--- src/design/msp_pkg.sv ---
// ----------------------------------------------------------------------------
// msp_pkg
// Shared constants, types and helpers of the Minkowski support point block.
// ----------------------------------------------------------------------------
package msp_pkg;

	localparam int MAX_POINTS   = 16;
	localparam int COORD_BITS   = 16;
	localparam int FIELD_W      = 16;
	localparam int IDX_FIELD_W  = 4;
	localparam int DIFF_FIELD_W = 17;
	localparam int COORD_W      = (COORD_BITS < FIELD_W) ? COORD_BITS : FIELD_W;
	localparam int IDX_W        = (MAX_POINTS > 1) ? $clog2(MAX_POINTS) : 1;
	localparam int NUM_W        = IDX_W + 1;
	localparam int CNT_W        = 5;
	localparam int PROD_W       = 2 * COORD_W;
	localparam int DOT_W        = PROD_W + 2;
	localparam int DIFF_W       = COORD_W + 1;
	localparam int PADDR_W      = 3;
	localparam int PDATA_W      = 32;

	localparam logic REG_COUNT_A = 1'b0;
	localparam logic REG_COUNT_B = 1'b1;
	localparam logic [CNT_W-1:0] COUNT_RESET = CNT_W'(8);

	localparam logic FUNC_WRITE = 1'b0;
	localparam logic FUNC_QUERY = 1'b1;
	localparam logic SET_A      = 1'b0;
	localparam logic SET_B      = 1'b1;

	typedef logic signed [COORD_W-1:0] coord_t;

	typedef struct packed {
		coord_t z;
		coord_t y;
		coord_t x;
	} point_t;

	// read issue tag that travels alongside a memory read
	typedef struct packed {
		logic             vld;
		logic             first;
		logic             last;
		logic [IDX_W-1:0] idx;
	} scan_tag_t;

	// lane status back to the sequencer
	typedef struct packed {
		logic             done;
		logic [IDX_W-1:0] idx;
		point_t           pt;
	} lane_res_t;

	// count register to number of points scanned: zero acts as one, clamp at the top
	function automatic logic [NUM_W-1:0] active_count(input logic [CNT_W-1:0] c);
		logic [NUM_W-1:0] n;
		if (c == '0) begin
			n = NUM_W'(1);
		end else if (int'(c) > MAX_POINTS) begin
			n = NUM_W'(MAX_POINTS);
		end else begin
			n = NUM_W'(c);
		end
		return n;
	endfunction

endpackage

--- src/design/msp_point_mem.sv ---
// ----------------------------------------------------------------------------
// msp_point_mem
// One point set: synchronous memory, one write port, one registered read port.
// ----------------------------------------------------------------------------
module msp_point_mem (
	input  logic                     clk,
	input  logic                     wr_en,
	input  logic [msp_pkg::IDX_W-1:0] wr_addr,
	input  msp_pkg::point_t          wr_data,
	input  logic                     rd_en,
	input  logic [msp_pkg::IDX_W-1:0] rd_addr,
	output msp_pkg::point_t          rd_data
);

	msp_pkg::point_t mem_q [msp_pkg::MAX_POINTS];
	msp_pkg::point_t rd_data_q;

	always_ff @(posedge clk) begin
		if (wr_en) begin
			mem_q[wr_addr] <= wr_data;
		end
	end

	always_ff @(posedge clk) begin
		if (rd_en) begin
			rd_data_q <= mem_q[rd_addr];
		end
	end

	assign rd_data = rd_data_q;

endmodule

--- config.mk ---
export PLATFORM = sky130hd
export DESIGN_NAME = msp_point_mem
export DESIGN_NICKNAME = d
export VERILOG_FILES = /design/src/design/msp_pkg.sv /design/src/design/msp_point_mem.sv
export SDC_FILE = /design/constraint.sdc
export NUM_CORES = 1
export LEC_CHECK = 0
export BUFFER_PORTS_ARGS = -buffer_cell sky130_fd_sc_hd__buf_2
export CAP_MARGIN = 10
export CORE_MARGIN = 2
export CORE_UTILIZATION = 50
export DETAILED_ROUTE_END_ITERATION = 6
export GPL_TIMING_DRIVEN = 0
export PLACE_DENSITY = 0.77
export SKIP_CTS_REPAIR_TIMING = 1
export SLEW_MARGIN = 20
export SYNTH_ARGS = -nofsm -noshare
export SYNTH_HDL_FRONTEND = slang
export SYNTH_SLANG_ARGS = --single-unit
--- constraint.sdc ---
create_clock -name clk -period 11.1 [get_ports clk]
set_input_delay 0.555 -clock clk [delete_from_list [all_inputs] [get_ports clk]]
set_output_delay 0.555 -clock clk [all_outputs]
set_load 0.05 [all_outputs]
==> impl_metrics.env <==
export IMPL_status="finished clean"
export IMPL_synth_cells=1242
export IMPL_synthesis_nets=1301
export IMPL_n_fill_cell=4061
export IMPL_avgViaCountPerCell=6.22
export IMPL_wire_per_inst_um=29.5
export IMPL_synthDistinctLibCells=16
export IMPL_crit_fanout=10
export IMPL_powerDensity_nw_per_um2=181
export IMPL_netlist_top_cells_count="edfxtp_1, mux4_2, a22oi_1, nand2_1, clkbuf_1"
export IMPL_timing_final_ws_setup_ns=8.83
export IMPL_totalWireLength_um=68500
export IMPL_max_slew_margin_pct=36.0
export IMPL_crit_family="buffers and inverters"
export IMPL_overflow=0
export IMPL_first_pass_iters=5
export IMPL_antenna_found_initial=9
export IMPL_swShare_pct=21.2
export IMPL_drtIter0Drc=1754
export IMPL_cts_tree="built"
export IMPL_finalPower_mw=6.34
export IMPL_grt_pass1_wl_um=100000
export IMPL_ys_top_cells_by_area="edfxtp_1, mux4_2, a22oi_1, nand2_1, buf_4"
export IMPL_fp_dieW_um=250
export IMPL_crit_cells=6
export IMPL_dp_hpwl_um=41200
export IMPL_synth_edf_count=816
export IMPL_rsz0062_at_grt="false"
export IMPL_skew_ns=0.0116
export IMPL_reg2reg_to="rd_data[47]"
export IMPL_num_vias=14400
export IMPL_cts_buffers_inserted=77
export IMPL_crit_chain="buf_2 -> nor2b_1 -> clkbuf_1 -> clkbuf_1 -> a22oi_1 -> nand2_1"
export IMPL_worstSetupPathType="primary input to flop"
export IMPL_crit_slowest_cell="clkbuf_1"
export IMPL_critPathArrivalTime_ns=2.72
export IMPL_setup_worst_path_start_class="primary input"
export IMPL_worst_slew_pin_slew_ns=0.961
export IMPL_ys_ff_latch=816
export IMPL_clk_insertion_delay_late_ns=0.60
export IMPL_final_setup_tns_ns=0
export IMPL_power_leakage_nw=11.2
export IMPL_drcViolationCount=0
export IMPL_clockPowerShare_pct=39.1
export IMPL_fin_area_um2=35000
export IMPL_cp_startpoint="rd_addr[2]"
export IMPL_dpl_instance_area_um2=32700
export IMPL_crit_buf_inv=3
export IMPL_synth_area_um2=30200
export IMPL_pwr_share_comb_pct=5.8
export IMPL_coreArea_um2=60000
export IMPL_yosysTopAreaCell="edfxtp_1"
export IMPL_stdcell_count=2324
export IMPL_fp_dieH_um=250
export IMPL_cts_clk_slew_worst_paths_ns=0.06
export IMPL_drv_slew=0
export IMPL_hold_violations=0
export IMPL_crit_path_max_incr_delay_ns=0.73
export IMPL_max_freq_mhz=440
export IMPL_fp_row_count=90
export IMPL_end_kind="flop"
export IMPL_p_int_mw=5.00
export IMPL_seq_power_share_pct=55.0
export IMPL_root_buffer="clkbuf_16"
export IMPL_gp_congestion=0.728
export IMPL_pin_count=107
export IMPL_yosysWarnings=0
export IMPL_post_synth_top_area_fraction_pct=81.2
export IMPL_setup_viol=0
export IMPL_async_flop_share_pct=0
export IMPL_die_area_um2=62300
export IMPL_drv_cap=0
export IMPL_period_share_pct=20.5
export IMPL_crit_path_end="rd_data[45]"
export IMPL_grt_pass1_vias=15200
export IMPL_portBuffers=104
export IMPL_crit_required_ns=11.55
export IMPL_synth_area_per_cell_um2=24.3
export IMPL_place_ws_ns=8.26
export IMPL_cpMostUsedCell="clkbuf_1"
export IMPL_grt_max_degree=49
export IMPL_ant_nets=0
export IMPL_clock_sinks=816
export IMPL_dp_cells=2184
export IMPL_ir_worst_vdd_uv=114
export IMPL_clock_path_buffers=3
export IMPL_r2r_slack_ns=9.49
export IMPL_hp_class="primary input to flop"
export IMPL_syn2layout_area_growth_pct=16.1
export IMPL_start_util_pct=50.3
export IMPL_rr_startpoint="mem_q[3][47]"
export IMPL_finalNetCount=1540
export IMPL_synth_most_common_cell="edfxtp_1"
export IMPL_synthFlopType="edfxtp_1"
export IMPL_switching_power_mw=1.34
export IMPL_min_period_ns=2.27
export IMPL_layout_drive_gt1_share_pct=32.2
export IMPL_ys_seq_area_share_pct=81.2
export IMPL_grtUsageTotal_pct=22.3
export IMPL_ctsHtreeMaxLevel=3
export IMPL_rr_worst_depth=3
area by class of cell:
type | count | area (um^2) | share of cell area, %
Clock buffer | 97 | 2040 | 5.84
Clock inverter | 40 | 297 | 0.846
Tap cell | 782 | 978 | 2.79
Buffer | 63 | 314 | 0.896
Timing Repair Buffer | 160 | 1420 | 4.05
Multi-Input combinational cell | 363 | 5470 | 15.6
Antenna cell | 3 | 7.51 | 0.0214
Sequential cell | 816 | 24500 | 69.9
registers in the layout, summed over array words and instances (netlist names):
register,count
rd_data,48
mem_q,768
placed cells by master, fill, tap and decap left out, drive strengths merged:
cell	n
a22oi	96
and2	1
buf	195
bufinv	4
clkbuf	125
clkinv	30
clkinvlp	3
diode	3
edfxtp	816
inv	3
mux4	192
nand2	49
nand2b	2
nand3	1
nand3b	2
nor2	13
nor2b	2
nor3	4
or3b	1
worst register-to-register path: cells and delay by family (launching register included):
family,cells,cell delay [ns]
mux,1,0.52
simple gates,1,0.19
flops,1,0.38
compound gates,1,0.22
worst min-delay path by stage:
stage	endpoint	depth (start not counted)	slack [ns]	start
global placement	rd_data[15]	3	0.74	mem_q[12][15]
finish	mem_q[7][20]	1	0.32	wr_data[20]
detailed placement	rd_data[13]	3	0.73	mem_q[14][13]
CTS	mem_q[12][20]	1	0.29	wr_data[20]
global route	mem_q[6][23]	1	0.32	wr_data[23]
floorplan	mem_q[0][0]	0	0.65	wr_data[0]
metal layers:
layer,GRT usage (%),up-vias,routed length [um]
met1,28.1,7581,24900
met3,5.32,178,6130
met5,0,-,69
met4,8.64,12,2260
met2,37.9,834,35100
li1,-,5843,-
kinds of logic (layout without fill, tap and decap cells):
logic type	count (synthesis)	count (layout)	share of synthesized area [%]
compound gates	96	96	2.39
buf+inv	63	360	1.04
flops	816	816	81.2
mux	192	192	14.3
other cells	0	3	0
simple gates	75	75	1.04
power by group through the flow:
| stage | Sequential (mW) | Combinational, mW | Clock (mW) |
|---|---|---|---|
| 3_3_place_gp | 3.56 | 0.340 | 0 |
| 2_1_floorplan | 3.61 | 0.164 | 0 |
| 6_report | 3.49 | 0.369 | 2.48 |
| 3_5_place_dp | 3.55 | 0.365 | 0 |
| 5_1_grt | 3.49 | 0.391 | 2.63 |
| 4_1_cts | 3.49 | 0.371 | 2.51 |
stage by stage:
stage,hold WS [ns],utilization (%)
after global routing,0.325,58.4
final,0.323,58.4
after floorplan,0.654,-
after global placement,0.735,52.8
after detailed placement,0.731,54.5
after CTS,0.291,58.4
Power figures use the tool's default switching activity.
