==> src/design/msp_pkg.sv <==
// ----------------------------------------------------------------------------
// msp_pkg
// Shared constants, types and helpers of the Minkowski support point block.
// ----------------------------------------------------------------------------
package msp_pkg;

	localparam int MAX_POINTS   = 16;
	localparam int COORD_BITS   = 16;
	localparam int FIELD_W      = 16;
	localparam int IDX_FIELD_W  = 4;
	localparam int DIFF_FIELD_W = 17;
	localparam int COORD_W      = (COORD_BITS < FIELD_W) ? COORD_BITS : FIELD_W;
	localparam int IDX_W        = (MAX_POINTS > 1) ? $clog2(MAX_POINTS) : 1;
	localparam int NUM_W        = IDX_W + 1;
	localparam int CNT_W        = 5;
	localparam int PROD_W       = 2 * COORD_W;
	localparam int DOT_W        = PROD_W + 2;
	localparam int DIFF_W       = COORD_W + 1;
	localparam int PADDR_W      = 3;
	localparam int PDATA_W      = 32;

	localparam logic REG_COUNT_A = 1'b0;
	localparam logic REG_COUNT_B = 1'b1;
	localparam logic [CNT_W-1:0] COUNT_RESET = CNT_W'(8);

	localparam logic FUNC_WRITE = 1'b0;
	localparam logic FUNC_QUERY = 1'b1;
	localparam logic SET_A      = 1'b0;
	localparam logic SET_B      = 1'b1;

	typedef logic signed [COORD_W-1:0] coord_t;

	typedef struct packed {
		coord_t z;
		coord_t y;
		coord_t x;
	} point_t;

	// read issue tag that travels alongside a memory read
	typedef struct packed {
		logic             vld;
		logic             first;
		logic             last;
		logic [IDX_W-1:0] idx;
	} scan_tag_t;

	// lane status back to the sequencer
	typedef struct packed {
		logic             done;
		logic [IDX_W-1:0] idx;
		point_t           pt;
	} lane_res_t;

	// count register to number of points scanned: zero acts as one, clamp at the top
	function automatic logic [NUM_W-1:0] active_count(input logic [CNT_W-1:0] c);
		logic [NUM_W-1:0] n;
		if (c == '0) begin
			n = NUM_W'(1);
		end else if (int'(c) > MAX_POINTS) begin
			n = NUM_W'(MAX_POINTS);
		end else begin
			n = NUM_W'(c);
		end
		return n;
	endfunction

endpackage

==> src/design/msp_scan_lane.sv <==
// ----------------------------------------------------------------------------
// msp_scan_lane
// Dot product and running extremum over the points read from one set.
// ----------------------------------------------------------------------------
module msp_scan_lane (
	input  logic                clk,
	input  logic                arst_n,
	input  logic                find_min,
	input  msp_pkg::point_t     dir,
	input  msp_pkg::scan_tag_t  tag,
	input  msp_pkg::point_t     rd_data,
	output msp_pkg::lane_res_t  res
);

	msp_pkg::scan_tag_t tag_s1, tag_s2, tag_s3;
	msp_pkg::point_t    pt_s2, pt_s3;
	logic signed [msp_pkg::PROD_W-1:0] prod_x_s2, prod_y_s2, prod_z_s2;
	logic signed [msp_pkg::DOT_W-1:0]  dot_s3;
	logic signed [msp_pkg::DOT_W-1:0]  best_dot_q;
	logic [msp_pkg::IDX_W-1:0]         best_idx_q;
	msp_pkg::point_t                   best_pt_q;
	logic                              done_q;
	logic                              better;

	always_ff @(posedge clk or negedge arst_n) begin
		if (!arst_n) begin
			tag_s1 <= '0;
			tag_s2 <= '0;
			tag_s3 <= '0;
			done_q <= 1'b0;
		end else begin
			tag_s1 <= tag;
			tag_s2 <= tag_s1;
			tag_s3 <= tag_s2;
			// drop the old result as soon as a new scan starts
			if (tag.vld && tag.first) begin
				done_q <= 1'b0;
			end else if (tag_s3.vld && tag_s3.last) begin
				done_q <= 1'b1;
			end
		end
	end

	always_ff @(posedge clk) begin
		pt_s2     <= rd_data;
		prod_x_s2 <= rd_data.x * dir.x;
		prod_y_s2 <= rd_data.y * dir.y;
		prod_z_s2 <= rd_data.z * dir.z;
		pt_s3     <= pt_s2;
		dot_s3    <= msp_pkg::DOT_W'(prod_x_s2) + msp_pkg::DOT_W'(prod_y_s2)
			+ msp_pkg::DOT_W'(prod_z_s2);
	end

	// strict compare keeps the lower index on a tie
	always_comb begin
		if (find_min) begin
			better = dot_s3 < best_dot_q;
		end else begin
			better = dot_s3 > best_dot_q;
		end
	end

	always_ff @(posedge clk) begin
		if (tag_s3.vld && (tag_s3.first || better)) begin
			best_dot_q <= dot_s3;
			best_idx_q <= tag_s3.idx;
			best_pt_q  <= pt_s3;
		end
	end

	assign res.done = done_q;
	assign res.idx  = best_idx_q;
	assign res.pt   = best_pt_q;

endmodule

==> config.mk <==
export PLATFORM = sky130hd
export DESIGN_NAME = msp_scan_lane
export DESIGN_NICKNAME = d
export VERILOG_FILES = /design/src/design/msp_pkg.sv /design/src/design/msp_scan_lane.sv
export SDC_FILE = /design/constraint.sdc
export NUM_CORES = 2
export LEC_CHECK = 0
export BUFFER_PORTS_ARGS = -buffer_cell sky130_fd_sc_hd__buf_4
export CELL_PAD_IN_SITES_DETAIL_PLACEMENT = 0
export CELL_PAD_IN_SITES_GLOBAL_PLACEMENT = 1
export CORE_MARGIN = 1.5
export CORE_UTILIZATION = 45
export CTS_CLUSTER_SIZE = 25
export DETAILED_ROUTE_END_ITERATION = 6
export HOLD_SLACK_MARGIN = 0.08
export PLACE_DENSITY_LB_ADDON = 0.1
export SYNTH_ARGS = -nofsm -noshare
export SYNTH_HDL_FRONTEND = slang
export SYNTH_SLANG_ARGS = --single-unit
==> constraint.sdc <==
create_clock -name clk -period 5.81 [get_ports clk]
set_clock_uncertainty 0.05 [all_clocks]
set_input_delay 0.2905 -clock clk [delete_from_list [all_inputs] [get_ports clk]]
set_output_delay 0.2905 -clock clk [all_outputs]
set_load 0.005 [all_outputs]
==> results.json <==
{
  "post-route-util": 0.5426,
  "fillCellCount": 8254,
  "die_area_sq_um": 91460,
  "wirelength_um": 92630,
  "cts_sinks": 334,
  "clk_latency_ns": 0.62,
  "tightest_slew_ns": 0.9624,
  "hpwl_um": 78670,
  "clkSlewWorstSetupHoldPaths_ns": 0.06,
  "cts_tree": "built",
  "ff2ff_path_depth": 11,
  "drt-pass1-iter-count": 7,
  "hold-path-cell-count": 3,
  "yosys_warnings": 0,
  "clockBufferDepth": 3,
  "ys_seq_area_frac": 0.1898,
  "cts_root_buffer": "clkbuf_16",
  "syn_nets": 5229,
  "port_buffers": 158,
  "layout-drive-gt1-share": 0.1572,
  "tns_ns": 0,
  "finalCriticalPeriod_ns": 5.677,
  "drv_cap": 0,
  "gp_congestion": 0.8361,
  "final-seq-area_sq_um": 7657,
  "failed_checks": "design-rule violations",
  "cp.required_ns": 6.30,
  "antenna_found_initial": 4,
  "cp-end-kind": "flop",
  "max_freq_ghz": 0.1762,
  "post-route-drc-count": 14,
  "cp_slowest_cell": "dlygate4sd3_1",
  "finalMaxSlewViolations": 0,
  "setup-violations-final": 0,
  "drt_iter0_drc": 927,
  "overflow": 0,
  "synthArstFlopShare": 0.06587,
  "layout.nets": 5764,
  "holdWs_ns": 0.1320,
  "die_h_um": 302.4,
  "hold_path.class": "primary input to flop",
  "die_w_um": 302.4,
  "synth_edf_count": 86,
  "syn_area_sq_um": 40350,
  "drtAntennaViolNets": 0,
  "cp_max_fo": 3,
  "mostFrequentLayoutCell": "inv_1",
  "synth_cell_types": 76,
  "dp_slack_ns": -0.2836,
  "rsz0062_at_grt": "yes",
  "synth_ff_type": "dfxtp_1",
  "core-area_sq_um": 88650,
  "grt_usage": 0.2163,
  "fin_crit_sh": 0.9771,
  "pin_count": 159,
  "grt_pass1_wl_um": 155200,
  "rows": 109,
  "startpoint_type": "primary input",
  "htree_levels": 2,
  "crit_arrival_ns": 6.16,
  "syn_inst": 3992,
  "vias": 27410,
  "syn2layout_area_growth_pct": 19.21,
  "worst_slack_ns": 0.1332,
  "status": "finished with violations",
  "avgViaCountPerCell": 4.784,
  "crit_top_cell": "fa_1",
  "multi_input_area_sq_um": 29360,
  "cp_cell_sequence": "dlygate4sd3_1, buf_4, nand2b_1, fa_1, fa_1, inv_1, fa_1, fa_1, fa_1, inv_1, fa_1, inv_1, ha_1, and4_1, and4_1, and2_4, a32oi_4, a221oi_4, a211o_1, a21oi_2, xnor2_1",
  "ys_seq_elements": 334,
  "grt_pass1_vias": 29820,
  "final_cell_mix": "926 x inv_1, 795 x fa_1, 524 x buf_4",
  "critical_path_class": "primary input to flop",
  "numCtsBuffers": 42,
  "hold_violations": 0,
  "grt_max_degree": 44,
  "start_util": 0.4551,
  "syn_avg_cell_area_sq_um": 10.11,
  "rrSetupSlack_ns": 2.15,
  "cpPeakStageDelay_ns": 0.53,
  "slew_headroom": 0.3563,
  "wl_per_cell_um": 16.17
}
==> per-stage QoR <==
stage / cell area, sq um / std cells
final: 48100 / 5730
after global routing: 48090 / 5727
after CTS: 47480 / 5719
after detailed placement: 45430 / 5582
after global placement: 45430 / 5582
after floorplan: 40370 / 3992
==> synthesized netlist by cell type (10+ instances only) <==
library cell  count  share of area
inv_1           929          0.086
fa_1            819           0.41
nand2_1         409          0.038
and2_1          375          0.058
ha_1            312          0.097
dfxtp_1         226           0.11
nor2_1          115          0.011
a21oi_1          98          0.012
clkbuf_1         98         0.0091
xnor2_1          90          0.020
edfxtp_1         86          0.064
o21ai_0          55         0.0068
a21o_1           34         0.0063
xor2_1           31         0.0067
nor3_1           26         0.0032
o21a_1           23         0.0043
dfrtp_1          22          0.014
nand2b_1         22         0.0034
a211oi_1         20         0.0037
nand3_1          19         0.0024
o21bai_1         18         0.0033
nand4_1          17         0.0026
o211ai_1         11         0.0020
a31oi_1          10         0.0016
==> cell families after synthesis <==
family,Yosys count,synth area share
adders and majority gates,1131,0.5031
buffers and inverters,1031,0.09610
and+or+nand+nor,1031,0.1270
AOI/OAI and AO/OA,341,0.05697
DFF,334,0.1898
xor gates and xnor gates,121,0.02627
muxes,3,0.0007443
==> registers in the layout, summed over array words and instances (netlist names) <==
register    flops
tag_s1          7
tag_s2          7
res            48
pt_s2          48
best_idx_q      4
done_q          1
dot_s3         34
pt_s3          48
prod_z_s2      32
prod_y_s2      32
prod_x_s2      32
tag_s3          7
best_dot_q     34
==> layout make-up <==
type                            instances  area share
Inverter                              929     0.07250
Multi-Input combinational cell       2627      0.6104
Sequential cell                       334      0.1592
Antenna cell                            4   0.0002081
Clock buffer                           56     0.02398
Clock inverter                         22    0.006425
Timing Repair Buffer                  593     0.09695
Tap cell                             1165     0.03031
==> worst paths after layout <==
path | endpoint | from
worst max-delay path | prod_y_s2[31] | rd_data[16]
worst min-delay path | pt_s2[45] | rd_data[45]
worst max register to register | best_dot_q[14] | best_dot_q[15]
worst min register to register | pt_s3[13] | pt_s2[13]
max in group asynchronous | tag_s3[0] | arst_n
min in group asynchronous | tag_s1[3] | arst_n
==> repair_timing <==
action,4_1_cts,5_1_grt
endpoints found under the hold margin,82,6
endpoints found under the setup margin,0,31
setup buffers,0,7
resized for setup,0,115
hold buffers,59,6
==> routing by layer <==
metal  GRT usage  vias to the layer above  part of all wire
met5           0                        -           0.00015
met4     0.05295                        2             0.023
met3     0.02807                      108             0.032
met2      0.3798                      338              0.51
met1      0.2838                    13860              0.43
li1            -                    13110                 -
==> worst max-delay path, delay by kind of cell <==
family,cells,cell delay (ns)
and+or+nand+nor,4,0.75
xor gates and xnor gates,1,0.12
adders and majority gates,7,3.24
buffers and inverters,5,0.82
AOI/OAI and AO/OA,4,0.94
Power is not shown: default switching activity piles up to over one toggle a cycle in this logic, so the estimate is an artifact.
